[config.mk]
export PLATFORM = sky130hd
export DESIGN_NAME = rect_gradient_pixel_shader_core
export DESIGN_NICKNAME = d
export VERILOG_FILES = /design/src/sv/rgps_pkg.sv /design/src/sv/rect_gradient_pixel_shader_core.sv /design/src/sv/rgps_div.sv
export SDC_FILE = /design/constraint.sdc
export NUM_CORES = 2
export LEC_CHECK = 0
export ABC_AREA = 1
export BUFFER_PORTS_ARGS = -buffer_cell sky130_fd_sc_hd__buf_4
export CAP_MARGIN = 10
export CELL_PAD_IN_SITES_DETAIL_PLACEMENT = 0
export CELL_PAD_IN_SITES_GLOBAL_PLACEMENT = 1
export CORE_MARGIN = 1
export CORE_UTILIZATION = 55
export CTS_CLUSTER_SIZE = 30
export DETAILED_ROUTE_END_ITERATION = 8
export PLACE_DENSITY_LB_ADDON = 0.05
export SLEW_MARGIN = 20
export SYNTH_ARGS = -nofsm -noshare
export SYNTH_HDL_FRONTEND = slang
export SYNTH_SLANG_ARGS = --single-unit
[constraint.sdc]
create_clock -name clk -period 18.8 [get_ports clk]
set_input_delay 1.88 -clock clk [delete_from_list [all_inputs] [get_ports clk]]
set_output_delay 1.88 -clock clk [all_outputs]
set_load 0.05 [all_outputs]
[src/sv/rgps_pkg.sv]
// Shared constants and types for the rectangle gradient pixel shader.
// No dependencies; imported by rgps_div and rect_gradient_pixel_shader_core.
package rgps_pkg;

	// screen limits, pixels
	localparam int SCREEN_WIDTH  = 2048;
	localparam int SCREEN_HEIGHT = 2048;
	localparam int SCR_CW        = 14;	// holds any screen limit up to 8192

	// field widths
	localparam int COORD_W    = 11;
	localparam int POS_W      = 16;
	localparam int SIZE_W     = 15;
	localparam int RGB_W      = 24;
	localparam int ARGB_W     = 32;
	localparam int CH_W       = 8;
	localparam int CH_N       = 3;
	localparam int MODE_W     = 2;
	localparam int CFG_IDX_W  = 3;
	localparam int CFG_DATA_W = 24;
	localparam int IN_TDATA_W = 24;

	// gradient arithmetic: |end-start| * offset / divisor, quotient fits a channel
	localparam int OFF_W     = SIZE_W;
	localparam int NUM_W     = CH_W + OFF_W;
	localparam int QUO_W     = CH_W;
	localparam int DIV_STEPS = QUO_W;

	// register indexes
	localparam logic [CFG_IDX_W-1:0] REG_RECT_X      = 3'd0;
	localparam logic [CFG_IDX_W-1:0] REG_RECT_Y      = 3'd1;
	localparam logic [CFG_IDX_W-1:0] REG_RECT_W      = 3'd2;
	localparam logic [CFG_IDX_W-1:0] REG_RECT_H      = 3'd3;
	localparam logic [CFG_IDX_W-1:0] REG_COLOR_START = 3'd4;
	localparam logic [CFG_IDX_W-1:0] REG_COLOR_END   = 3'd5;
	localparam logic [CFG_IDX_W-1:0] REG_FILL_MODE   = 3'd6;

	// fill modes; the unused code falls back to solid
	localparam logic [MODE_W-1:0] FILL_SOLID = 2'd0;
	localparam logic [MODE_W-1:0] FILL_VERT  = 2'd1;
	localparam logic [MODE_W-1:0] FILL_HORZ  = 2'd2;

	localparam logic [CH_W-1:0] ALPHA_OPAQUE = 8'hFF;

	// per-stage load enables of the quotient pipeline
	typedef logic [DIV_STEPS-1:0] div_en_t;

	// side info that rides along with each pixel
	typedef struct packed {
		logic hit;
		logic grad;
	} px_tag_t;

endpackage

[src/sv/rect_gradient_pixel_shader_core.sv]
// Rectangle fill pixel shader: inside test plus solid or linear gradient color.
// Depends on rgps_pkg and rgps_div (one instance per color channel).
//
//   channel   signals                      beat contents (low bit first)
//   pixel in  s_tvalid s_tready s_tdata    pixel_x[10:0], pixel_y[21:11], zero pad
//   color out m_tvalid m_tready m_tdata    pixel_color[31:0]
//             m_tuser                      inside_res
//   config    cfg_we cfg_idx cfg_wdata     register write, no read-back
//
// Throughput one pixel per clock while m_tready does not hold the output back.
// The quotient pipeline has 8 stages, one quotient bit each; it comes after
// a qualify stage and a multiply stage, and before the output register.
// Each stage loads when empty or when the stage after it moves, so bubbles close
// up and a stalled output still lets input fill the pipe until every stage is full.
// arst_n clears the valid bits and the configuration registers; no clearing pass.
// Registers must be written only while no pixel is in flight.
module rect_gradient_pixel_shader_core
	import rgps_pkg::*;
(
	input  logic                  clk,
	input  logic                  arst_n,

	input  logic                  s_tvalid,
	output logic                  s_tready,
	input  logic [IN_TDATA_W-1:0] s_tdata,	// pixel_x[10:0], pixel_y[21:11]

	output logic                  m_tvalid,
	input  logic                  m_tready,
	output logic [ARGB_W-1:0]     m_tdata,	// pixel_color[31:0]
	output logic                  m_tuser,	// inside_res[0]

	input  logic                  cfg_we,
	input  logic [CFG_IDX_W-1:0]  cfg_idx,
	input  logic [CFG_DATA_W-1:0] cfg_wdata
);

	// ---------------- configuration registers ----------------
	logic signed [POS_W-1:0] rect_x_q, rect_y_q;
	logic [SIZE_W-1:0]       rect_w_q, rect_h_q;
	logic [RGB_W-1:0]        color_start_q, color_end_q;
	logic [MODE_W-1:0]       fill_mode_q;

	always_ff @(posedge clk or negedge arst_n) begin
		if (!arst_n) begin
			rect_x_q      <= '0;
			rect_y_q      <= '0;
			rect_w_q      <= '0;
			rect_h_q      <= '0;
			color_start_q <= '0;
			color_end_q   <= '0;
			fill_mode_q   <= FILL_SOLID;
		end else if (cfg_we) begin
			case (cfg_idx)
				REG_RECT_X:      rect_x_q      <= cfg_wdata[POS_W-1:0];
				REG_RECT_Y:      rect_y_q      <= cfg_wdata[POS_W-1:0];
				REG_RECT_W:      rect_w_q      <= cfg_wdata[SIZE_W-1:0];
				REG_RECT_H:      rect_h_q      <= cfg_wdata[SIZE_W-1:0];
				REG_COLOR_START: color_start_q <= cfg_wdata[RGB_W-1:0];
				REG_COLOR_END:   color_end_q   <= cfg_wdata[RGB_W-1:0];
				REG_FILL_MODE:   fill_mode_q   <= cfg_wdata[MODE_W-1:0];
				default: ;	// unmapped index, write dropped
			endcase
		end
	end

	// ---------------- pipeline control ----------------
	logic    v_s1, v_s2, v_s11;
	logic    vd_s [DIV_STEPS];
	px_tag_t tag_s1, tag_s2, tag_s11;
	px_tag_t tagd_s [DIV_STEPS];

	logic    ld_s1, ld_s2, ld_s11;
	div_en_t ld_d;

	// load chain from the output back to the input
	always_comb begin
		ld_s11 = !v_s11 || m_tready;
		ld_d[DIV_STEPS-1] = !vd_s[DIV_STEPS-1] || ld_s11;
		for (int k = DIV_STEPS - 2; k >= 0; k--) begin
			ld_d[k] = !vd_s[k] || ld_d[k+1];
		end
		ld_s2 = !v_s2 || ld_d[0];
		ld_s1 = !v_s1 || ld_s2;
	end

	assign s_tready = ld_s1;

	always_ff @(posedge clk or negedge arst_n) begin
		if (!arst_n) begin
			v_s1  <= 1'b0;
			v_s2  <= 1'b0;
			v_s11 <= 1'b0;
			for (int k = 0; k < DIV_STEPS; k++) begin
				vd_s[k] <= 1'b0;
			end
		end else begin
			if (ld_s1) v_s1 <= s_tvalid;
			if (ld_s2) v_s2 <= v_s1;
			if (ld_d[0]) vd_s[0] <= v_s2;
			for (int k = 1; k < DIV_STEPS; k++) begin
				if (ld_d[k]) vd_s[k] <= vd_s[k-1];
			end
			if (ld_s11) v_s11 <= vd_s[DIV_STEPS-1];
		end
	end

	// ---------------- stage 1: inside test, offset and divisor ----------------
	logic [COORD_W-1:0]  pix_x, pix_y;
	logic signed [17:0]  px_e, py_e, x0_e, y0_e, x1_e, y1_e, xoff, yoff;
	logic                on_screen, in_rect, grad_c;
	logic [SIZE_W-1:0]   span;
	logic [OFF_W-1:0]    off_c, den_c;
	logic [OFF_W-1:0]    off_s1, den_s1;

	assign pix_x = s_tdata[COORD_W-1:0];
	assign pix_y = s_tdata[2*COORD_W-1:COORD_W];

	always_comb begin
		px_e = signed'(18'(pix_x));
		py_e = signed'(18'(pix_y));
		x0_e = 18'(rect_x_q);
		y0_e = 18'(rect_y_q);
		x1_e = x0_e + signed'(18'(rect_w_q));
		y1_e = y0_e + signed'(18'(rect_h_q));
		xoff = px_e - x0_e;
		yoff = py_e - y0_e;

		on_screen = (SCR_CW'(pix_x) < SCR_CW'(SCREEN_WIDTH)) &&
			(SCR_CW'(pix_y) < SCR_CW'(SCREEN_HEIGHT));
		in_rect = (rect_w_q != '0) && (rect_h_q != '0) &&
			(px_e >= x0_e) && (px_e < x1_e) && (py_e >= y0_e) && (py_e < y1_e);

		grad_c = (fill_mode_q == FILL_VERT) || (fill_mode_q == FILL_HORZ);
		if (fill_mode_q == FILL_VERT) begin
			off_c = yoff[OFF_W-1:0];
			span  = rect_h_q;
		end else begin
			off_c = xoff[OFF_W-1:0];
			span  = rect_w_q;
		end
		// a span of one row or column divides by one
		den_c = (span > SIZE_W'(1)) ? OFF_W'(span - SIZE_W'(1)) : OFF_W'(1);
	end

	always_ff @(posedge clk) begin
		if (ld_s1) begin
			tag_s1.hit  <= on_screen && in_rect;
			tag_s1.grad <= grad_c;
			off_s1      <= off_c;
			den_s1      <= den_c;
		end
	end

	// ---------------- stage 2: |end - start| * offset per channel ----------------
	logic [NUM_W-1:0] num_s2 [CH_N];
	logic             neg_s2 [CH_N];
	logic [OFF_W-1:0] den_s2;
	logic [CH_W-1:0]  ch_a [CH_N];
	logic [CH_W-1:0]  ch_b [CH_N];
	logic [CH_W-1:0]  mag_c [CH_N];
	logic             neg_c [CH_N];

	always_comb begin
		for (int c = 0; c < CH_N; c++) begin
			ch_a[c]  = color_start_q[c*CH_W +: CH_W];
			ch_b[c]  = color_end_q[c*CH_W +: CH_W];
			neg_c[c] = ch_b[c] < ch_a[c];
			mag_c[c] = neg_c[c] ? (ch_a[c] - ch_b[c]) : (ch_b[c] - ch_a[c]);
		end
	end

	always_ff @(posedge clk) begin
		if (ld_s2) begin
			tag_s2 <= tag_s1;
			den_s2 <= den_s1;
			for (int c = 0; c < CH_N; c++) begin
				num_s2[c] <= NUM_W'(mag_c[c]) * NUM_W'(off_s1);
				neg_s2[c] <= neg_c[c];
			end
		end
	end

	// ---------------- stages 3..10: quotient pipeline ----------------
	logic [QUO_W-1:0] quot [CH_N];

	for (genvar c = 0; c < CH_N; c++) begin : g_ch
		rgps_div u_div (
			.clk  (clk),
			.en   (ld_d),
			.num  (num_s2[c]),
			.den  (den_s2),
			.neg  (neg_s2[c]),
			.quot (quot[c])
		);
	end

	always_ff @(posedge clk) begin
		if (ld_d[0]) tagd_s[0] <= tag_s2;
		for (int k = 1; k < DIV_STEPS; k++) begin
			if (ld_d[k]) tagd_s[k] <= tagd_s[k-1];
		end
	end

	// ---------------- stage 11: start + quotient, alpha, output register ----------------
	logic [RGB_W-1:0]  rgb_c;
	logic [ARGB_W-1:0] color_s11;

	always_comb begin
		if (tagd_s[DIV_STEPS-1].grad) begin
			for (int c = 0; c < CH_N; c++) begin
				rgb_c[c*CH_W +: CH_W] = ch_a[c] + quot[c];
			end
		end else begin
			rgb_c = color_start_q;
		end
	end

	always_ff @(posedge clk) begin
		if (ld_s11) begin
			tag_s11   <= tagd_s[DIV_STEPS-1];
			color_s11 <= tagd_s[DIV_STEPS-1].hit ? {ALPHA_OPAQUE, rgb_c} : '0;
		end
	end

	assign m_tvalid = v_s11;
	assign m_tdata  = color_s11;
	assign m_tuser  = tag_s11.hit;

`ifndef NO_ASSERTIONS
	a_outside_black: assert property (@(posedge clk) disable iff (!arst_n)
		(m_tvalid && !m_tuser) |-> (m_tdata == '0))
		else $error("outside pixel with nonzero color");

	a_inside_opaque: assert property (@(posedge clk) disable iff (!arst_n)
		(m_tvalid && m_tuser) |-> (m_tdata[ARGB_W-1:RGB_W] == ALPHA_OPAQUE))
		else $error("inside pixel without opaque alpha");

	a_accept_lands: assert property (@(posedge clk) disable iff (!arst_n)
		(s_tvalid && s_tready) |=> v_s1)
		else $error("accepted beat not held in first stage");

	a_stall_keeps: assert property (@(posedge clk) disable iff (!arst_n)
		(vd_s[DIV_STEPS-1] && !ld_s11) |=> vd_s[DIV_STEPS-1])
		else $error("last quotient stage dropped a pixel under stall");

	a_ready_full: assert property (@(posedge clk) disable iff (!arst_n)
		!s_tready |-> (v_s1 && v_s2 && v_s11))
		else $error("input stalled with a hole in the pipeline");
`endif

endmodule

[src/sv/rgps_div.sv]
// Pipelined restoring divider for one color channel, one quotient bit per stage.
// Depends on rgps_pkg; the stage load enables come from the top level.
module rgps_div
	import rgps_pkg::*;
(
	input  logic             clk,
	input  div_en_t          en,
	input  logic [NUM_W-1:0] num,	// magnitude of (end - start) * offset
	input  logic [OFF_W-1:0] den,
	input  logic             neg,
	output logic [QUO_W-1:0] quot	// signed quotient, two's complement
);

	logic [NUM_W-1:0] rem_s [DIV_STEPS];
	logic [QUO_W-1:0] q_s   [DIV_STEPS];
	logic [OFF_W-1:0] den_s [DIV_STEPS];
	logic             neg_s [DIV_STEPS];

	logic [NUM_W-1:0] src_rem [DIV_STEPS];
	logic [QUO_W-1:0] src_q   [DIV_STEPS];
	logic [OFF_W-1:0] src_den [DIV_STEPS];
	logic             src_neg [DIV_STEPS];
	logic [NUM_W:0]   trial   [DIV_STEPS];
	logic [NUM_W-1:0] nxt_rem [DIV_STEPS];
	logic [QUO_W-1:0] nxt_q   [DIV_STEPS];

	always_comb begin
		src_rem[0] = num;
		src_q[0]   = '0;
		src_den[0] = den;
		src_neg[0] = neg;
		for (int k = 1; k < DIV_STEPS; k++) begin
			src_rem[k] = rem_s[k-1];
			src_q[k]   = q_s[k-1];
			src_den[k] = den_s[k-1];
			src_neg[k] = neg_s[k-1];
		end
		for (int k = 0; k < DIV_STEPS; k++) begin
			// stage k decides quotient bit DIV_STEPS-1-k
			trial[k] = {1'b0, src_rem[k]} -
				((NUM_W+1)'(src_den[k]) << (DIV_STEPS - 1 - k));
			nxt_q[k] = src_q[k];
			if (!trial[k][NUM_W]) begin
				nxt_rem[k] = trial[k][NUM_W-1:0];
				nxt_q[k][DIV_STEPS-1-k] = 1'b1;
			end else begin
				nxt_rem[k] = src_rem[k];
			end
		end
	end

	always_ff @(posedge clk) begin
		for (int k = 0; k < DIV_STEPS; k++) begin
			if (en[k]) begin
				rem_s[k] <= nxt_rem[k];
				q_s[k]   <= nxt_q[k];
				den_s[k] <= src_den[k];
				neg_s[k] <= src_neg[k];
			end
		end
	end

	assign quot = neg_s[DIV_STEPS-1] ? (QUO_W'(0) - q_s[DIV_STEPS-1]) : q_s[DIV_STEPS-1];

endmodule
# [After elaboration in Yosys (flattened, before gate mapping)]
# Memories as Yosys holds them, arrays and structs flattened.
# Cells that the tools add are included.
# W data, S select, Z words.
[totals] ff_bits=205 ramBits=1216 output_inout_bits=35 elab_cells=217 memories=15
[classes] n_addsub=41 n_mul=3 order_cmp=8 n_eq_ne=8 mux=76 reduce_logical=38
[mem_list] memory="g_ch[0].u_div.rem_s" words=8 width=23 rd=7 rd_ports_with_merged_regs=0 write_ports=8 line_no="rgps_div.sv:14" text="logic [NUM_W-1:0] rem_s [DIV_STEPS];"
[mem_list] memory="g_ch[1].u_div.rem_s" words=8 width=23 rd=7 rd_ports_with_merged_regs=0 write_ports=8 line_no="rgps_div.sv:14"
[mem_list] memory="g_ch[2].u_div.rem_s" words=8 width=23 rd=7 rd_ports_with_merged_regs=0 write_ports=8 line_no="rgps_div.sv:14"
[mem_list] memory="g_ch[0].u_div.den_s" words=8 width=15 rd=7 rd_ports_with_merged_regs=0 write_ports=8 line_no="rgps_div.sv:16" text="logic [OFF_W-1:0] den_s [DIV_STEPS];"
[mem_list] memory="g_ch[1].u_div.den_s" words=8 width=15 rd=7 rd_ports_with_merged_regs=0 write_ports=8 line_no="rgps_div.sv:16"
[mem_list] memory="g_ch[2].u_div.den_s" words=8 width=15 rd=7 rd_ports_with_merged_regs=0 write_ports=8 line_no="rgps_div.sv:16"
[mem_list] memory="+9 memories"
[ops] operator="$mux W23" count=24
[ops] operator="$sub A23 B15 Y24" count=3
[ops] operator="$sub A23 B16 Y24" count=3
[ops] operator="$sub A23 B17 Y24" count=3
[ops] operator="$sub A23 B18 Y24" count=3
[ops] operator="$sub A23 B19 Y24" count=3
[ops] operator="$sub A23 B20 Y24" count=3
[ops] operator="$sub A23 B21 Y24" count=3
[ops] operator="$sub A23 B22 Y24" count=3
[ops] operator="$mul A8 B15 Y23" count=3
[ops] operator="$mux W8" count=6
[ops] operator="$sub A8 B8 Y8" count=6
[ops] operator="$mux W1" count=42
[ops] operator="$add A16 B16 Y17" count=2
[ops] operator="$lt A12 B17 Y1" count=2
[ops] operator="$ge A12 B16 Y1" count=2
[ops] operator="$mux W32" count=1
[ops] operator="$mux W15" count=2
[ops] operator="$reduce_bool A15 Y1" count=2
[ops] operator="$sub A12 B15 Y15" count=2
[ops] operator="$add A8 B8 Y8" count=3
[ops] operator="$lt A8 B8 Y1" count=3
[ops] operator="$mux W24" count=1
[ops] operator="$sub A1 B8 Y8 const A" count=3
[ops] operator="12 further kinds" count=46

# [Logic depth before layout (Yosys ltp)]
[depth] depth_word=13 mapped_depth=35 depth_no_buf=34

# [By module]
# Synthesis repeated with hierarchy kept, for this count alone.
[unflattened] cells_unflattened=10100 area_unflattened_um2=85957.4
[by_module_without_submodules] module="rect_gradient_pixel_shader_core" instances=1 cells_each=3457 area_per_inst_um2=28337.2 seq_area_each_um2=7942.6
[by_module_without_submodules] module="rgps_div at g_ch[1].u_div" instances=1 cells_each=2209 area_per_inst_um2=19238.5 seq_area_each_um2=9308.9
[by_module_without_submodules] module="rgps_div at g_ch[2].u_div" instances=1 cells_each=2222 area_per_inst_um2=19209.7 seq_area_each_um2=9308.9
[by_module_without_submodules] module="rgps_div at g_ch[0].u_div" instances=1 cells_each=2212 area_per_inst_um2=19172.1 seq_area_each_um2=9308.9

# [Least setup slack after synthesis]
# Ideal clock, no wire load.
[synth_timing] path_type="in2out" startpoint="input m_tready" endpoint="output s_tready" arrival_ps=12183 path_slack_ps=4737 path_stages=10 path_buffers=0 cell_sequence="inv_1 -> nand2_1 -> nor2_2 -> nand4_1 -> nor2_1 -> nand2_1 -> nor2_1 -> nand2_1 -> nor2_2 -> nand2_1"
[synth_via] elab_chain_cells=11
[synth_lines] item="start: declaration" line_no="rect_gradient_pixel_shader_core.sv:28" text="input logic m_tready,"
[synth_lines] item="$logic_or A1 B1 Y1" line_no="rect_gradient_pixel_shader_core.sv:77" text="ld_s11 = !v_s11 || m_tready;"
[synth_lines] item="via ld_s11" line_no="rect_gradient_pixel_shader_core.sv:72" text="logic ld_s1, ld_s2, ld_s11;"
[synth_lines] item="$logic_or A1 B1 Y1" line_no="rect_gradient_pixel_shader_core.sv:78" text="ld_d[DIV_STEPS-1] = !vd_s[DIV_STEPS-1] || ld_s11;"
[synth_lines] item="$logic_or A1 B1 Y1 (3 in series)" line_no="rect_gradient_pixel_shader_core.sv:80" text="ld_d[k] = !vd_s[k] || ld_d[k+1];"
[synth_lines] item="via g_ch[0].u_div.en[4]" line_no="rgps_div.sv:7" text="input div_en_t en,"
[synth_lines] item="$logic_or A1 B1 Y1 (2 in series)" line_no="rect_gradient_pixel_shader_core.sv:80"
[synth_lines] item="via g_ch[0].u_div.en[2]" line_no="rgps_div.sv:7"
[synth_lines] item="$logic_or A1 B1 Y1 (2 in series)" line_no="rect_gradient_pixel_shader_core.sv:80"
[synth_lines] item="via g_ch[0].u_div.en[0]" line_no="rgps_div.sv:7"
[synth_lines] item="$logic_or A1 B1 Y1" line_no="rect_gradient_pixel_shader_core.sv:82" text="ld_s2 = !v_s2 || ld_d[0];"
[synth_lines] item="$logic_or A1 B1 Y1" line_no="rect_gradient_pixel_shader_core.sv:83" text="ld_s1 = !v_s1 || ld_s2;"
[synth_lines] item="end: declaration" line_no="rect_gradient_pixel_shader_core.sv:24" text="output logic s_tready,"
# The timed path passes the listed nets, and every way through them passes these cells.

# [Final worst setup path]
# Ends and elaborated chain as after synthesis.

==> metrics.txt <==
DIE AREA=132800 um^2; Slowest-stage cell, CP=nor2_2; final WL=roughly 210 mm; post-DP HPWL=between 150 and 200 mm; post-synth cell types=65; post-synthesis area per instance=8.965 um^2; Remaining DRCs=0; Yosys warning total=0; initial DRC count=4238; setup ws final=roughly 11 ns; utilization after layout=between 60% and 70%; num ports=91; Via Count=approximately 55k; Final ANT Viol Nets=0; fin. max-slew vios=0; Final setup violation count=0; Final period util=about two fifths; H-tree Lvls=3; slew at the pin closest to its max-slew limit=roughly 1.1 ns; Max Root-Sink Buffers=3; max-cap violations=0; worst-path fanout max=36; Worst path max stage delay=0.47 ns; Clock Skew=0.08399 ns; via/cell ratio=approximately 5.6; setup TNS=0 ns; post-synthesis cell area=between 70000 and 80000 um^2; sequential-to-total area share from yosys stat=around 41%; DIE HEIGHT=364.4 um; site row count=between 100 and 150; Post-CTS Setup Inserts=0; number of buffers created by CTS=109; RD Place Congestion=~0.93; Root Driver=clkbuf_16; Req. time, crit path=between 15 and 20 ns; run status=complete, no violations; WP data arrival=around 6 ns; most frequent cells in the layout=1515 x nand2_1, 1044 x inv_1, 882 x edfxtp_1, 869 x nor2_1, 655 x a21oi_1; global-route wire length before repair=approximately 310 mm; layout cells sized above 1=~5.5%; Worst slew margin=about a quarter; Mapped Nets=9015; Starting Density=a little under three fifths; Max Clk Rate=around 0.13 GHz; vias in the first global route=around 54k; unrepaired setup endpoints after global routing=false; worst min path class=reg -> reg; cells along the critical path=buf_4, inv_1, nand2_2, nor2_2, nand4_1, buf_4, nor2_1, nand2_4, nor2_1, nand2_4, nor2_2, nand2_2, buf_4, buf_4; Seq cells post-synth=~1k; crit path kind=in -> out; initial antenna violation count=7; clk_lat worst skew=0.76 ns; Final Hold Vio Count=0; TritonCTS clock tree=done; nets@finish=roughly 9k; Syn-to-layout area delta=8.308%; commonest non-fill, non-tap cell in the layout=nand2_1; CP dominant cell by count=buf_4; DR WL/cell=~21 um; CTS resizes=0; cts hold-fix bufs=0; largest net degree at the start of global routing=83; Mapped Cells=8059; CORE AREA=around 130000 um^2; Die Span X=~360 um; Pre-Repair DR Iteration Count=6; crit path launch type=primary input; Worst setup EP type=output pin; number of port buffers=between 80 and 90; clk sink count=roughly 1k; All-Layer GR Usage=31.08%; total congestion overflow=0; Final min period=between 7 and 8 ns; pre-CTS setup slack=10.62 ns; Final Cell Area=around 78000 um^2; dpl cell area=about 74000 um^2; Worst-path clk slew=~0.06 ns
[cells in the mapped netlist (all sizes together)]
cell type | count | area (um^2)
fa | 268 | 5365
nor3b | 4 | 30.03
a31o | 2 | 17.52
a21oi | 667 | 3413
o31ai | 6 | 45.04
edfxtp | 882 | 26490
dfrtp | 123 | 3078
buf | 98 | 716.9
ha | 632 | 7908
o21bai | 26 | 206.5
mux2i | 6 | 60.06
nor4 | 29 | 187.7
nor3 | 68 | 345.3
a41oi | 4 | 35.03
a211o | 1 | 8.760
o22ai | 2 | 12.51
a2111oi | 2 | 17.52
clkinv | 3 | 16.27
inv | 1059 | 3978
a22oi | 1 | 7.510
a21boi | 28 | 214.0
xor2 | 209 | 1831
nand3b | 46 | 345.3
o21a | 11 | 82.58
clkbuf | 68 | 260.3
xnor2 | 209 | 1831
nor2 | 898 | 3448
or2 | 47 | 299.0
a221oi | 6 | 52.55
nand2 | 1558 | 5971
nand4 | 66 | 412.9
and3 | 7 | 43.79
nand3 | 288 | 1451
a21o | 66 | 495.5
a211oi | 7 | 52.55
a31oi | 38 | 237.7
o21ai | 589 | 3034
o2111ai | 4 | 35.03
and2 | 13 | 81.33
o211ai | 18 | 135.1
[cells by family after synthesis]
kind of cell,after synthesis,synth area share (%)
XOR/XNOR,418,5.067
multiplexers,6,0.08313
AND/OR/NAND/NOR,3024,17.46
AO/OA/AOI/OAI,1478,11.22
buffers and inverters,1228,6.881
flip-flops,1005,40.92
adder cells (fa/ha/maj),900,18.37
[area by class of cell]
type                    instances  area, um^2
fillers                     11500       51730
flip-flops and latches       1005       29560
clock buffers                 122        2828
clock inverters                86        1091
repair buffers                108       814.5
well taps                    1742        2180
inverters                    1062        4000
diodes                          1       2.502
multi-input cells            5826       37770
[final timing paths]
kind / from / endpoint / slack [ns] / cells after the start
hold reg to reg: num_s2[0][23] / g_ch[1].u_div.rem_s[0][0] / 0.37 / 0
setup / recovery: m_tready / s_tready / 11.04 / 14
hold / removal: num_s2[0][23] / g_ch[1].u_div.rem_s[0][0] / 0.37 / 0
max in group asynchronous: arst_n / color_end_q[7] / 16.34 / 2
min in group asynchronous: arst_n / color_end_q[18] / 1.14 / 1
setup reg to reg: color_start_q[9] / num_s2[0][37] / 11.92 / 31
[critical path: cells and delay by family]
kind	cells	cell delay, ns
buffers and inverters	5	1.01
AND/OR/NAND/NOR	9	2.91
[layer usage]
metal / global-route usage, % / vias to the layer above / part of all wire, %
met5: 0 / - / 0.0063
met4: 13.57 / 2 / 4.6
met3: 3.663 / 370 / 4.7
met2: 52.88 / 1419 / 48
met1: 39.95 / 26570 / 42
li1: - / 27090 / -
[flip-flops by register name, summed over array words and instances, names as in the netlist, 2 cells and up]
register          flops
g_ch.u_div.den_s    105
num_s2               69
rect_h_q             15
off_s1               15
m_tdata              25
vd_s                  8
fill_mode_q           2
den_s2               15
neg_s2                3
tagd_s               16
rect_y_q             16
color_start_q        24
tag_s2                2
color_end_q          24
den_s1               15
tag_s1                2
g_ch.u_div.rem_s    483
rect_w_q             15
g_ch.u_div.q_s      108
g_ch.u_div.neg_s     24
rect_x_q             16
[through the flow]
step | hold WS (ns) | std cells
floorplan | 0.4003 | 8059
global placement | 0.4007 | 9743
detailed placement | 0.4045 | 9743
CTS | 0.3636 | 9951
global route | 0.3581 | 9951
finish | 0.3671 | 9952
Power is not shown: default switching activity piles up to over one toggle a cycle in this logic, so the estimate is an artifact.
